**config.mk**
```make
export PLATFORM = sky130hd
export DESIGN_NAME = spi_sram_word_access_sequencer_flat
export DESIGN_NICKNAME = d
export VERILOG_FILES = /design/src/sss_pkg.sv /design/src/sss_if.sv /design/src/sss_front.sv /design/src/sss_queue.sv /design/src/sss_back.sv /design/src/spi_sram_word_access_sequencer.sv /design/src/flat_wrapper.sv
export SDC_FILE = /design/constraint.sdc
export NUM_CORES = 1
export LEC_CHECK = 0
export ABC_AREA = 1
export BUFFER_PORTS_ARGS = -buffer_cell sky130_fd_sc_hd__buf_2
export CAP_MARGIN = 20
export CORE_AREA = 10 10 155 215
export DETAILED_ROUTE_END_ITERATION = 12
export DIE_AREA = 0 0 165 225
export PLACE_DENSITY = 0.73
export SYNTH_ARGS = -nofsm -noshare
export SYNTH_HDL_FRONTEND = slang
export SYNTH_SLANG_ARGS = --single-unit
```
**constraint.sdc**
```tcl
create_clock -name clk -period 6.04 [get_ports clk]
set_clock_uncertainty 0.2 [all_clocks]
set_input_delay 0.604 -clock clk [delete_from_list [all_inputs] [get_ports clk]]
set_output_delay 0.604 -clock clk [all_outputs]
set_load 0.01 [all_outputs]
```
**src/sss_pkg.sv**
```systemverilog
// shared types, codes and constants of the spi sram word access sequencer
package sss_pkg;

  localparam int ACTION_W  = 3;
  localparam int ADDR_W    = 18;
  localparam int DATA_W    = 32;
  localparam int BYTE_W    = 8;
  localparam int BADDR_W   = 24;
  localparam int COUNT_W   = 5;
  localparam int QUEUE_DEPTH = 4;
  localparam int CHIP_SELECT_BIT_DEF = 18;

  typedef enum logic [ACTION_W-1:0] {
    ACT_WORD_WR = 3'd0,
    ACT_WORD_RD = 3'd1,
    ACT_LONG_WR = 3'd2,
    ACT_LONG_RD = 3'd3,
    ACT_RX_BYTE = 3'd4
  } sss_action_t;

  localparam logic [BYTE_W-1:0] CMD_WRITE  = 8'h02;
  localparam logic [BYTE_W-1:0] CMD_READ   = 8'h03;
  localparam logic [BYTE_W-1:0] DUMMY_BYTE = 8'h00;

  localparam logic [COUNT_W-1:0] FRAMES_WORD_WR = 5'd10;
  localparam logic [COUNT_W-1:0] FRAMES_WORD_RD = 5'd12;
  localparam logic [COUNT_W-1:0] FRAMES_LONG_WR = 5'd20;
  localparam logic [COUNT_W-1:0] FRAMES_LONG_RD = 5'd24;

  localparam logic [2:0] STEP_LAST_WR = 3'd4;
  localparam logic [2:0] STEP_LAST_RD = 3'd5;
  localparam logic [2:0] STEP_RX_SLOT = 3'd5;

  typedef struct packed {
    logic              is_result;
    logic              is_read;
    logic              is_long;
    logic [ADDR_W-1:0] address;
    logic [DATA_W-1:0] data;
  } sss_job_t;

  typedef struct packed {
    logic     push;
    sss_job_t job;
  } sss_push_t;

endpackage

```
**src/sss_if.sv**
```systemverilog
// request and result channel interfaces
interface sss_in_if;
  logic                         valid;
  logic                         ready;
  logic [sss_pkg::ACTION_W-1:0] action;
  logic [sss_pkg::ADDR_W-1:0]   address;
  logic [sss_pkg::DATA_W-1:0]   write_data;
  logic [sss_pkg::BYTE_W-1:0]   rx_byte;
  modport source(output valid, action, address, write_data, rx_byte, input ready);
  modport sink(input valid, action, address, write_data, rx_byte, output ready);
endinterface

interface sss_out_if;
  logic                       valid;
  logic                       ready;
  logic                       kind;
  logic                       chip;
  logic [sss_pkg::BYTE_W-1:0] tx_byte;
  logic                       release_select;
  logic [sss_pkg::DATA_W-1:0] read_data;
  logic                       last;
  modport source(output valid, kind, chip, tx_byte, release_select, read_data, last,
                 input ready);
  modport sink(input valid, kind, chip, tx_byte, release_select, read_data, last,
               output ready);
endinterface

```
**src/sss_front.sv**
```systemverilog
// front end: accepts requests, tracks outstanding frames, assembles read data
module sss_front (
  input  logic               clk,
  input  logic               rst_n,
  sss_in_if.sink             in_req,
  input  logic               q_full,
  output sss_pkg::sss_push_t q_push
);
  import sss_pkg::*;

  logic [1:0]         pending_op_r, pending_op_nxt;
  logic [COUNT_W-1:0] outstanding_r, outstanding_nxt;
  logic [2:0]         pos_r, pos_nxt;
  logic [1:0]         idx_r, idx_nxt;
  logic [DATA_W-1:0]  assembly_r, assembly_nxt;
  logic               accept;
  logic [DATA_W-1:0]  rx_shifted;
  logic [DATA_W-1:0]  rx_merged;

  assign in_req.ready = !q_full;
  assign accept = in_req.valid && !q_full;

  always_comb begin
    unique case (idx_r)
      2'd0: rx_shifted = {24'b0, in_req.rx_byte};
      2'd1: rx_shifted = {16'b0, in_req.rx_byte, 8'b0};
      2'd2: rx_shifted = {8'b0, in_req.rx_byte, 16'b0};
      default: rx_shifted = {in_req.rx_byte, 24'b0};
    endcase
  end

  assign rx_merged = (pending_op_r[0] && pos_r == STEP_RX_SLOT) ?
                     (assembly_r | rx_shifted) : assembly_r;

  always_comb begin
    pending_op_nxt  = pending_op_r;
    outstanding_nxt = outstanding_r;
    pos_nxt         = pos_r;
    idx_nxt         = idx_r;
    assembly_nxt    = assembly_r;
    q_push.push          = 1'b0;
    q_push.job.is_result = 1'b0;
    q_push.job.is_read   = in_req.action[0];
    q_push.job.is_long   = in_req.action[1];
    q_push.job.address   = in_req.address;
    q_push.job.data      = in_req.write_data;
    if (accept) begin
      priority if (in_req.action == ACT_RX_BYTE) begin
        if (outstanding_r != '0) begin
          assembly_nxt    = rx_merged;
          outstanding_nxt = outstanding_r - 1'b1;
          if (pos_r == STEP_RX_SLOT) begin
            pos_nxt = '0;
            idx_nxt = idx_r + 1'b1;
          end else begin
            pos_nxt = pos_r + 1'b1;
          end
          if (outstanding_r == 5'd1 && pending_op_r[0]) begin
            q_push.push          = 1'b1;
            q_push.job.is_result = 1'b1;
            q_push.job.data      = pending_op_r[1] ? rx_merged : {16'b0, rx_merged[15:0]};
          end
        end
      end else if (in_req.action[2] == 1'b0) begin
        if (outstanding_r == '0) begin
          pending_op_nxt = in_req.action[1:0];
          unique case (in_req.action)
            ACT_WORD_WR: outstanding_nxt = FRAMES_WORD_WR;
            ACT_WORD_RD: outstanding_nxt = FRAMES_WORD_RD;
            ACT_LONG_WR: outstanding_nxt = FRAMES_LONG_WR;
            default: outstanding_nxt = FRAMES_LONG_RD;
          endcase
          pos_nxt      = '0;
          idx_nxt      = '0;
          assembly_nxt = '0;
          q_push.push  = 1'b1;
        end
      end else begin
        pending_op_nxt = pending_op_r;
      end
    end
  end

  always_ff @(posedge clk) begin
    if (!rst_n) begin
      pending_op_r  <= '0;
      outstanding_r <= '0;
      pos_r         <= '0;
      idx_r         <= '0;
      assembly_r    <= '0;
    end else begin
      pending_op_r  <= pending_op_nxt;
      outstanding_r <= outstanding_nxt;
      pos_r         <= pos_nxt;
      idx_r         <= idx_nxt;
      assembly_r    <= assembly_nxt;
    end
  end

endmodule

```
**src/sss_queue.sv**
```systemverilog
// short job queue between front end and frame generator
module sss_queue (
  input  logic               clk,
  input  logic               rst_n,
  input  sss_pkg::sss_push_t q_push,
  input  logic               pop,
  output logic               full,
  output logic               head_valid,
  output sss_pkg::sss_job_t  head
);
  import sss_pkg::*;

  localparam int PTR_W = $clog2(QUEUE_DEPTH);
  localparam int CNT_W = $clog2(QUEUE_DEPTH + 1);

  sss_job_t           slots_r [QUEUE_DEPTH];
  logic [PTR_W-1:0]   wr_ptr_r, wr_ptr_nxt;
  logic [PTR_W-1:0]   rd_ptr_r, rd_ptr_nxt;
  logic [CNT_W-1:0]   count_r, count_nxt;
  logic               do_pop;

  assign full       = (count_r == CNT_W'(QUEUE_DEPTH));
  assign head_valid = (count_r != '0);
  assign head       = slots_r[rd_ptr_r];
  assign do_pop     = pop && head_valid;

  always_comb begin
    wr_ptr_nxt = wr_ptr_r;
    rd_ptr_nxt = rd_ptr_r;
    count_nxt  = count_r;
    if (q_push.push) begin
      wr_ptr_nxt = (wr_ptr_r == PTR_W'(QUEUE_DEPTH - 1)) ? '0 : wr_ptr_r + 1'b1;
    end
    if (do_pop) begin
      rd_ptr_nxt = (rd_ptr_r == PTR_W'(QUEUE_DEPTH - 1)) ? '0 : rd_ptr_r + 1'b1;
    end
    if (q_push.push && !do_pop) begin
      count_nxt = count_r + 1'b1;
    end else if (!q_push.push && do_pop) begin
      count_nxt = count_r - 1'b1;
    end
  end

  always_ff @(posedge clk) begin
    if (q_push.push) begin
      slots_r[wr_ptr_r] <= q_push.job;
    end
  end

  always_ff @(posedge clk) begin
    if (!rst_n) begin
      wr_ptr_r <= '0;
      rd_ptr_r <= '0;
      count_r  <= '0;
    end else begin
      wr_ptr_r <= wr_ptr_nxt;
      rd_ptr_r <= rd_ptr_nxt;
      count_r  <= count_nxt;
    end
  end

endmodule

```
**src/sss_back.sv**
```systemverilog
// back end: expands jobs into spi byte frames and read results
module sss_back #(
  parameter int CHIP_SELECT_BIT = sss_pkg::CHIP_SELECT_BIT_DEF
) (
  input  logic              clk,
  input  logic              rst_n,
  input  logic              head_valid,
  input  sss_pkg::sss_job_t head,
  output logic              pop,
  sss_out_if.source         out_res
);
  import sss_pkg::*;

  logic [1:0]         byte_r, byte_nxt;
  logic [2:0]         step_r, step_nxt;
  logic               valid_r;
  logic               kind_r, chip_r, release_r, last_r;
  logic [BYTE_W-1:0]  tx_r;
  logic [DATA_W-1:0]  data_r;
  logic               load;
  logic [BADDR_W-1:0] base_addr;
  logic [BADDR_W-1:0] byte_addr;
  logic [2:0]         step_last;
  logic [1:0]         byte_last;
  logic               step_end;
  logic               job_end;
  logic [BYTE_W-1:0]  wr_byte;
  logic [BYTE_W-1:0]  tx_sel;

  assign load = head_valid && (!valid_r || out_res.ready);

  assign base_addr = head.is_long ? {4'b0, head.address, 2'b0} : {5'b0, head.address, 1'b0};
  assign byte_addr = base_addr + {22'b0, byte_r};
  assign step_last = head.is_read ? STEP_LAST_RD : STEP_LAST_WR;
  assign byte_last = head.is_long ? 2'd3 : 2'd1;
  assign step_end  = (step_r == step_last);
  assign job_end   = head.is_result || (step_end && byte_r == byte_last);
  assign pop       = load && job_end;

  always_comb begin
    unique case (byte_r)
      2'd0: wr_byte = head.data[7:0];
      2'd1: wr_byte = head.data[15:8];
      2'd2: wr_byte = head.data[23:16];
      default: wr_byte = head.data[31:24];
    endcase
  end

  always_comb begin
    unique case (step_r)
      3'd0: tx_sel = head.is_read ? CMD_READ : CMD_WRITE;
      3'd1: tx_sel = byte_addr[23:16];
      3'd2: tx_sel = byte_addr[15:8];
      3'd3: tx_sel = byte_addr[7:0];
      3'd4: tx_sel = head.is_read ? DUMMY_BYTE : wr_byte;
      default: tx_sel = DUMMY_BYTE;
    endcase
  end

  always_comb begin
    byte_nxt = byte_r;
    step_nxt = step_r;
    if (load && !head.is_result) begin
      if (job_end) begin
        byte_nxt = '0;
        step_nxt = '0;
      end else if (step_end) begin
        byte_nxt = byte_r + 1'b1;
        step_nxt = '0;
      end else begin
        step_nxt = step_r + 1'b1;
      end
    end
  end

  always_ff @(posedge clk) begin
    if (!rst_n) begin
      valid_r <= 1'b0;
      byte_r  <= '0;
      step_r  <= '0;
    end else begin
      byte_r <= byte_nxt;
      step_r <= step_nxt;
      if (load) begin
        valid_r <= 1'b1;
      end else if (out_res.ready) begin
        valid_r <= 1'b0;
      end
    end
  end

  always_ff @(posedge clk) begin
    if (load) begin
      if (head.is_result) begin
        kind_r    <= 1'b1;
        chip_r    <= 1'b0;
        tx_r      <= '0;
        release_r <= 1'b0;
        data_r    <= head.data;
        last_r    <= 1'b1;
      end else begin
        kind_r    <= 1'b0;
        chip_r    <= byte_addr[CHIP_SELECT_BIT];
        tx_r      <= tx_sel;
        release_r <= step_end;
        data_r    <= '0;
        last_r    <= job_end;
      end
    end
  end

  assign out_res.valid          = valid_r;
  assign out_res.kind           = kind_r;
  assign out_res.chip           = chip_r;
  assign out_res.tx_byte        = tx_r;
  assign out_res.release_select = release_r;
  assign out_res.read_data      = data_r;
  assign out_res.last           = last_r;

endmodule

```
**src/spi_sram_word_access_sequencer.sv**
```systemverilog
// top level of the spi sram word access sequencer
// usage:
//   in_req carries requests: word/long write or read, or a byte received on the bus.
//   a request is accepted when valid and ready are both high; ready is low only
//   while the four-entry job queue is full.
//   out_res carries one result per spi byte frame (kind 0) and one per completed
//   read (kind 1); last marks the final frame of a request and every read result.
//   a write expands into 10 (word) or 20 (long) frames, a read into 12 or 24.
//   the first frame of a request passes through the job queue and the output
//   register, behind any jobs still queued; the frame generator then emits one
//   frame per cycle while the receiver is ready, while requests and received
//   bytes are taken one per cycle as long as the queue has room.
//   a read result passes through the queue and the output register after the
//   received byte that completes it, behind every frame queued ahead of it.
//   requests arriving while frames are outstanding are dropped without result.
//   reset clears the outstanding count, pending request and queue at once.
//   when the receiver stalls, the output register holds its result, the queue
//   fills, and only then is ready dropped.
module spi_sram_word_access_sequencer #(
  parameter int CHIP_SELECT_BIT = sss_pkg::CHIP_SELECT_BIT_DEF
) (
  input  logic       clk,
  input  logic       rst_n,
  sss_in_if.sink     in_req,
  sss_out_if.source  out_res
);
  import sss_pkg::*;

  sss_push_t q_push;
  sss_job_t  head;
  logic      q_full;
  logic      head_valid;
  logic      pop;

  sss_front u_front (
    .clk    (clk),
    .rst_n  (rst_n),
    .in_req (in_req),
    .q_full (q_full),
    .q_push (q_push)
  );

  sss_queue u_queue (
    .clk        (clk),
    .rst_n      (rst_n),
    .q_push     (q_push),
    .pop        (pop),
    .full       (q_full),
    .head_valid (head_valid),
    .head       (head)
  );

  sss_back #(
    .CHIP_SELECT_BIT (CHIP_SELECT_BIT)
  ) u_back (
    .clk        (clk),
    .rst_n      (rst_n),
    .head_valid (head_valid),
    .head       (head),
    .pop        (pop),
    .out_res    (out_res)
  );

endmodule

```
**src/flat_wrapper.sv**
```systemverilog
// flat-port wrapper written by rule: the top's interface ports become plain ports
module spi_sram_word_access_sequencer_flat import sss_pkg::*;
#(
  parameter int CHIP_SELECT_BIT = sss_pkg::CHIP_SELECT_BIT_DEF
)
  (clk, rst_n, in_req_valid, in_req_action, in_req_address, in_req_write_data, in_req_rx_byte, in_req_ready, out_res_valid, out_res_kind, out_res_chip, out_res_tx_byte, out_res_release_select, out_res_read_data, out_res_last, out_res_ready);
  sss_in_if in_req_i ();
  sss_out_if out_res_i ();
  input  logic clk;
  input  logic rst_n;
  input wire logic [$bits(in_req_i.valid)-1:0] in_req_valid;
  input wire logic [$bits(in_req_i.action)-1:0] in_req_action;
  input wire logic [$bits(in_req_i.address)-1:0] in_req_address;
  input wire logic [$bits(in_req_i.write_data)-1:0] in_req_write_data;
  input wire logic [$bits(in_req_i.rx_byte)-1:0] in_req_rx_byte;
  output wire logic [$bits(in_req_i.ready)-1:0] in_req_ready;
  output wire logic [$bits(out_res_i.valid)-1:0] out_res_valid;
  output wire logic [$bits(out_res_i.kind)-1:0] out_res_kind;
  output wire logic [$bits(out_res_i.chip)-1:0] out_res_chip;
  output wire logic [$bits(out_res_i.tx_byte)-1:0] out_res_tx_byte;
  output wire logic [$bits(out_res_i.release_select)-1:0] out_res_release_select;
  output wire logic [$bits(out_res_i.read_data)-1:0] out_res_read_data;
  output wire logic [$bits(out_res_i.last)-1:0] out_res_last;
  input wire logic [$bits(out_res_i.ready)-1:0] out_res_ready;
  assign in_req_i.valid = in_req_valid;
  assign in_req_i.action = in_req_action;
  assign in_req_i.address = in_req_address;
  assign in_req_i.write_data = in_req_write_data;
  assign in_req_i.rx_byte = in_req_rx_byte;
  assign in_req_ready = in_req_i.ready;
  assign out_res_valid = out_res_i.valid;
  assign out_res_kind = out_res_i.kind;
  assign out_res_chip = out_res_i.chip;
  assign out_res_tx_byte = out_res_i.tx_byte;
  assign out_res_release_select = out_res_i.release_select;
  assign out_res_read_data = out_res_i.read_data;
  assign out_res_last = out_res_i.last;
  assign out_res_i.ready = out_res_ready;
  spi_sram_word_access_sequencer #(.CHIP_SELECT_BIT(CHIP_SELECT_BIT)) u_core (.clk(clk), .rst_n(rst_n), .in_req(in_req_i), .out_res(out_res_i));
endmodule
```
[Yosys cells after proc, flatten, opt, wreduce, memory -nomap -nowiden]
Memories as Yosys holds them, arrays and structs flattened. A register that Yosys moved wholly into a read port is not among the register bits.
Index checks and enable logic that the tools add are counted.
W data, S select, Z words.
Operators by class
  $add $sub $neg: 10
  eq/ne operators: 21
  mux-type cells: 55
  bitwise logic cells: 3
  reductions and logical operators: 32
Operators with widths (count)
  $mux W32: 10
  $pmux W32 S3: 1
  $pmux W8 S5: 1
  $or A32 B32 Y32: 1
  $mux W2: 15
  $mux W3: 9
  $pmux W8 S3: 1
  $add A20 B2 Y21: 1
  $mux W20: 1
  $mux W5: 4
  $pmux W5 S3: 1
  $eq A3 B3 Y1 const B: 4
  $mux W1: 11
  $logic_and A1 B1 Y1: 10
  $add A3 B1 Y3 const B: 3
  $eq A3 B2 Y1 const B: 3
  $add A2 B1 Y2 const B: 4
  $eq A2 B2 Y1 const B: 4
  $mux W8: 1
  $reduce_and A4 Y1: 2
  $reduce_bool A2 Y1: 4
  $eq A3 B1 Y1 const B: 2
  $logic_not A3 Y1: 2
  $ne A2 B1 Y1 const B: 3
  15 further kinds: 23
Word-level totals
  flip-flop bits (word level): 101
  memory bits (writable): 212
  bits of input ports: 65
  output and inout port bits: 46
  word-level logic and storage cells: 139
  memories kept: 1
Memory list
  u_core.u_queue.slots_r: depth 4, bits a word 53, rd ports 1, clocked after Yosys merged registers in 1, write ports 1, RTL line sss_queue.sv:16  | sss_job_t slots_r [QUEUE_DEPTH];

[Depth between registers and ports, before layout]
  depth after elaboration: 10
  gate-level depth with buffers: 20
  gate-level depth less buffers: 17

[Cells and area by module]
From an unflattened synthesis, not the netlist that was laid out.
Unflattened totals
  cell total of the unflattened synthesis: 1490
  area total of the unflattened synthesis: 14745.4 um2
By module, submodules not included
  sss_queue: instances 1, cells an instance 577, area an instance 8511.9 um2, seq. area each 6546.3 um2
  sss_back: instances 1, cells an instance 459, area an instance 3385.7 um2, seq. area each 1441.4 um2
  sss_front: instances 1, cells an instance 454, area an instance 2847.7 um2, seq. area each 880.8 um2

[Least setup slack after synthesis]
OpenSTA, ideal clock, no wires.
  path type: in2reg
  start point: in out_res_ready
  end point: reg u_core.u_queue.count_r[1]
  library setup time: 0.120 ns
  arrival: 4.463 ns
  data required time: 5.720 ns
  slack: 1.257 ns
  cell stages on the path: 8
  path buffers: 0
  cell sequence: nor2_1 a31oi_1 nand2_1 ha_1 inv_1 fa_1 o21ai_0 a21oi_1
On the way
  cells in the longest elaborated chain, start to end: 7
  elaborated cells on any way between the ends: 9
  those cells by class: 1 x mux; 8 x reduce/logical
RTL lines
  start: declaration: RTL line flat_wrapper.sv:24  | input wire logic [$bits(out_res_i.ready)-1:0] out_res_ready;
  $logic_or A1 B1 Y1: RTL line sss_back.sv:30  | assign load = head_valid && (!valid_r || out_res.ready);
  $logic_and A1 B1 Y1: RTL line sss_back.sv:30
  via u_core.u_back.load: RTL line sss_back.sv:20  | logic load;
  $logic_and A1 B1 Y1: RTL line sss_back.sv:38  | assign pop = load && job_end;
  $logic_and A1 B1 Y1: RTL line sss_queue.sv:25  | assign do_pop = pop && head_valid;
  $logic_not A1 Y1: RTL line sss_queue.sv:37  | if (q_push.push && !do_pop) begin
  $logic_and A1 B1 Y1: RTL line sss_queue.sv:37
  $mux W3: RTL line sss_queue.sv:37
  via u_core.u_queue.count_nxt[1]: RTL line sss_queue.sv:19  | logic [CNT_W-1:0] count_r, count_nxt;
  end signal: assignment: RTL line sss_queue.sv:58  | count_r <= count_nxt;
  end: declaration: RTL line sss_queue.sv:19
The timed path passes the listed nets, and every way through them passes these cells.
A chain may end at the register's enable or synchronous reset.

==> summary.txt <==
Run status
  – Outcome: completed

Yosys
  – Flops & latches, synth: roughly 320
  – Cells after synthesis: ~1,500
  – Post-synth EDFFs: 256
  – Sequential-to-total area share from yosys stat: 0.613
  – Synth Warn #: 0
  – Net Count, Synth: approximately 1,600
  – Mapped cell area: 14,500 sq um
  – Main synth FF type: edfxtp_1
  – Post-synth cell types: 46
  – Synthesized area per cell: about 9.6 sq um
  – Async S/R FF share, synth: 0

Finish
  – Share of cells above drive strength 1: 0.127
  – Most common cell after layout, fill and taps aside: nand2_1
  – Core Util, Final: 0.554
  – Register Area: 8870 sq um
  – ANT cells: 0
  – Commonest non-fill, non-tap cells in the layout: 453 x nand2_1, 256 x edfxtp_1, 139 x nor2_1
  – Fillcell total: 2,552
  – Non-Filler Instances: ~2,000
  – Post-layout instance area: around 16,000 sq um
  – Fin nets: about 1,700
  – Area of the multi-input gates: 4910 sq um
  – Area growth from synthesis to layout: 12.8%

Placed design
  – Placed cells: between 1,500 and 2,000
  – HPWL after detailed placement: roughly 25,000 um
  – RePlAce Congestion: 0.900
  – Port buffer count: 110
  – Post-Place Cell Area: 15,300 sq um

Pwr
  – LEAKAGE: ~6.4 nW
  – Sequential power share: 0.395
  – Switching part of the total: 0.377
  – Clock power frac: 0.259
  – Comb pwr share: 0.347
  – PD cells: 441 nW/um^2
  – Peak supply drop: between 0.2 and 0.25 mV
  – P_int: 0.00448 W
  – Psw: 0.00272 W

STA
  – Max-slew violation count: 0
  – Worst-Margin Slew: ~940 ps
  – Final Hold Vio Count: 0
  – WHS: between 40 and 50 ps
  – Setup_tns: 0 ps
  – Final setup fails: 0
  – Period utilization: 0.621
  – RSZ-0062 raised after global routing: no
  – Final worst path period need: around 3700 ps
  – F_max: 267 MHz
  – Slew headroom: 0.370

Detailed routing
  – Post-route DRC: 0
  – Wire per inst: 18.2 um
  – 1st-pass router iterations: 7
  – DRT Wirelength: around 36,000 um
  – DR vias/cell: between 5 and 6
  – Vias: 11,100
  – Antenna Nets Post-Route: 0
  – Drt initial violations: 997

Worst setup path
  – Crit. End Element: register
  – Startpoint types: register
  – Crit path kind: reg2reg
  – CP Data Required Time: roughly 6300 ps
  – Arrival time worst endpoint: roughly 4000 ps
  – Largest fanout on the critical path: just under 70

Die
  – Die Span Y: between 200 and 250 um
  – CORE AREA: roughly 29,000 sq um
  – I/O pin cnt: approximately 110
  – Die area: 37,100 sq um
  – Die W: roughly 170 um
  – Initial Util: 0.491
  – Row cnt: 75

Clocking
  – CTS tree: yes
  – Clk sink count: about 320
  – H-tree depth: 1
  – Maximum root-to-sink buffer count: 3
  – CTS root buffer: clkbuf_16
  – Setup Fix Bufs, Post-CTS: 0
  – Post_cts resized: 0
  – Clk pin slew, worst setup/hold paths: 60 ps
  – TritonCTS buffer count: 29
  – Worst skew pair latency: 570 ps
  – Hold buffer count at CTS: 0

GRT
  – Global-route wire length before repair: about 57,000 um
  – Largest net degree at the start of global routing: 70
  – Vias in the first global route: between 10,000 and 15,000
  – Initial antenna violation count: 1
  – Total grt overflow: 0
  – Gr usage total: 0.192

Min path
  – Worst hold start: in_req_address[4]
  – Hold crit path type: in2reg

Run
  – Max-Cap Viols: 0
==> power by group through the flow <==
| stage | clock, W | combinational, W | sequential [W] |
|---|---|---|---|
| 6_report | 0.00186 | 0.00250 | 0.00284 |
| 3_3_place_gp | 0 | 0.00245 | 0.00288 |
| 3_5_place_dp | 0 | 0.00247 | 0.00289 |
| 2_1_floorplan | 0 | 0.00166 | 0.00296 |
| 5_1_grt | 0.00195 | 0.00279 | 0.00287 |
| 4_1_cts | 0.00188 | 0.00249 | 0.00285 |
==> cell type report <==
class                           count  share of cell area
Sequential cell                   315               0.544
Multi-Input combinational cell   1019               0.301
Clock buffer                       41              0.0530
Timing Repair Buffer              127              0.0431
Tap cell                          385              0.0295
Clock inverter                     13             0.00736
Inverter                           96              0.0224
==> routing by layer <==
layer / vias to the layer above / routed length [um] / global-route usage
met3: 67 / 2850 / 0.0309
li1: 5304 / - / -
met1: 5257 / 14900 / 0.251
met2: 426 / 17500 / 0.318
met4: 2 / 955 / 0.0650
met5: - / 17 / 0
==> flip-flops by register name (all words and copies together) (netlist names), 2 cells and up, named ones only <==
signal	count
u_core.u_back.byte_r	2
u_core.u_back.out_res.read_data	32
u_core.u_back.out_res.tx_byte	8
u_core.u_back.step_r	3
u_core.u_front.assembly_r	32
u_core.u_front.idx_r	2
u_core.u_front.outstanding_r	5
u_core.u_front.pending_op_r	2
u_core.u_front.pos_r	3
u_core.u_queue.count_r	3
u_core.u_queue.rd_ptr_r	2
u_core.u_queue.slots_r	212
u_core.u_queue.wr_ptr_r	2
==> critical path, cell delays in order, from the launching register on <==
cell,delay [ps]
dfxtp_4,500
buf_4,410
or2_2,420
a32oi_4,220
buf_4,370
nand2_1,160
nand2_1,160
ha_1,180
inv_1,70
fa_1,380
a21oi_1,170
o21ai_0,130
o21ai_0,170
a21oi_1,60
==> cell families (layout without fill, tap and decap cells) <==
| logic type | count (synthesis) | count (layout) | synth area share |
|---|---|---|---|
| compound gates | 228 | 228 | 0.0937 |
| buf+inv | 167 | 277 | 0.0509 |
| flops | 315 | 315 | 0.613 |
| simple gates | 762 | 762 | 0.218 |
| fa+ha+maj | 26 | 26 | 0.0230 |
| xor+xnor | 3 | 3 | 0.00182 |
==> synthesized netlist by cell type, types with 20 or more instances <==
master / instances / area share
nand2_1: 453 / 0.12
edfxtp_1: 256 / 0.53
nor2_1: 144 / 0.037
nand3_1: 112 / 0.039
inv_1: 88 / 0.023
o21ai_0: 82 / 0.028
a21oi_1: 74 / 0.026
dfxtp_1: 59 / 0.082
clkbuf_1: 33 / 0.0086
nor3_1: 32 / 0.011
ha_1: 25 / 0.022
buf_2: 20 / 0.0069
==> final timing paths <==
kind | to | slack [ps] | cells after the start
setup / recovery | u_core.u_queue.count_r[2] | 2290 | 13
hold / removal | u_core.u_queue.slots_r[0][36] | 50 | 1
setup reg to reg | u_core.u_queue.count_r[2] | 2290 | 13
hold reg to reg | u_core.u_front.outstanding_r[1] | 290 | 2
==> stage by stage <==
stage / power (W) / setup slack, ps
2_1_floorplan: 0.00461 / 1260
4_1_cts: 0.00722 / 2320
3_5_place_dp: 0.00537 / 2340
5_1_grt: 0.00761 / 1980
6_report: 0.00720 / 2290
3_3_place_gp: 0.00533 / 2320
Note: power is estimated with default switching activity, not from simulation.
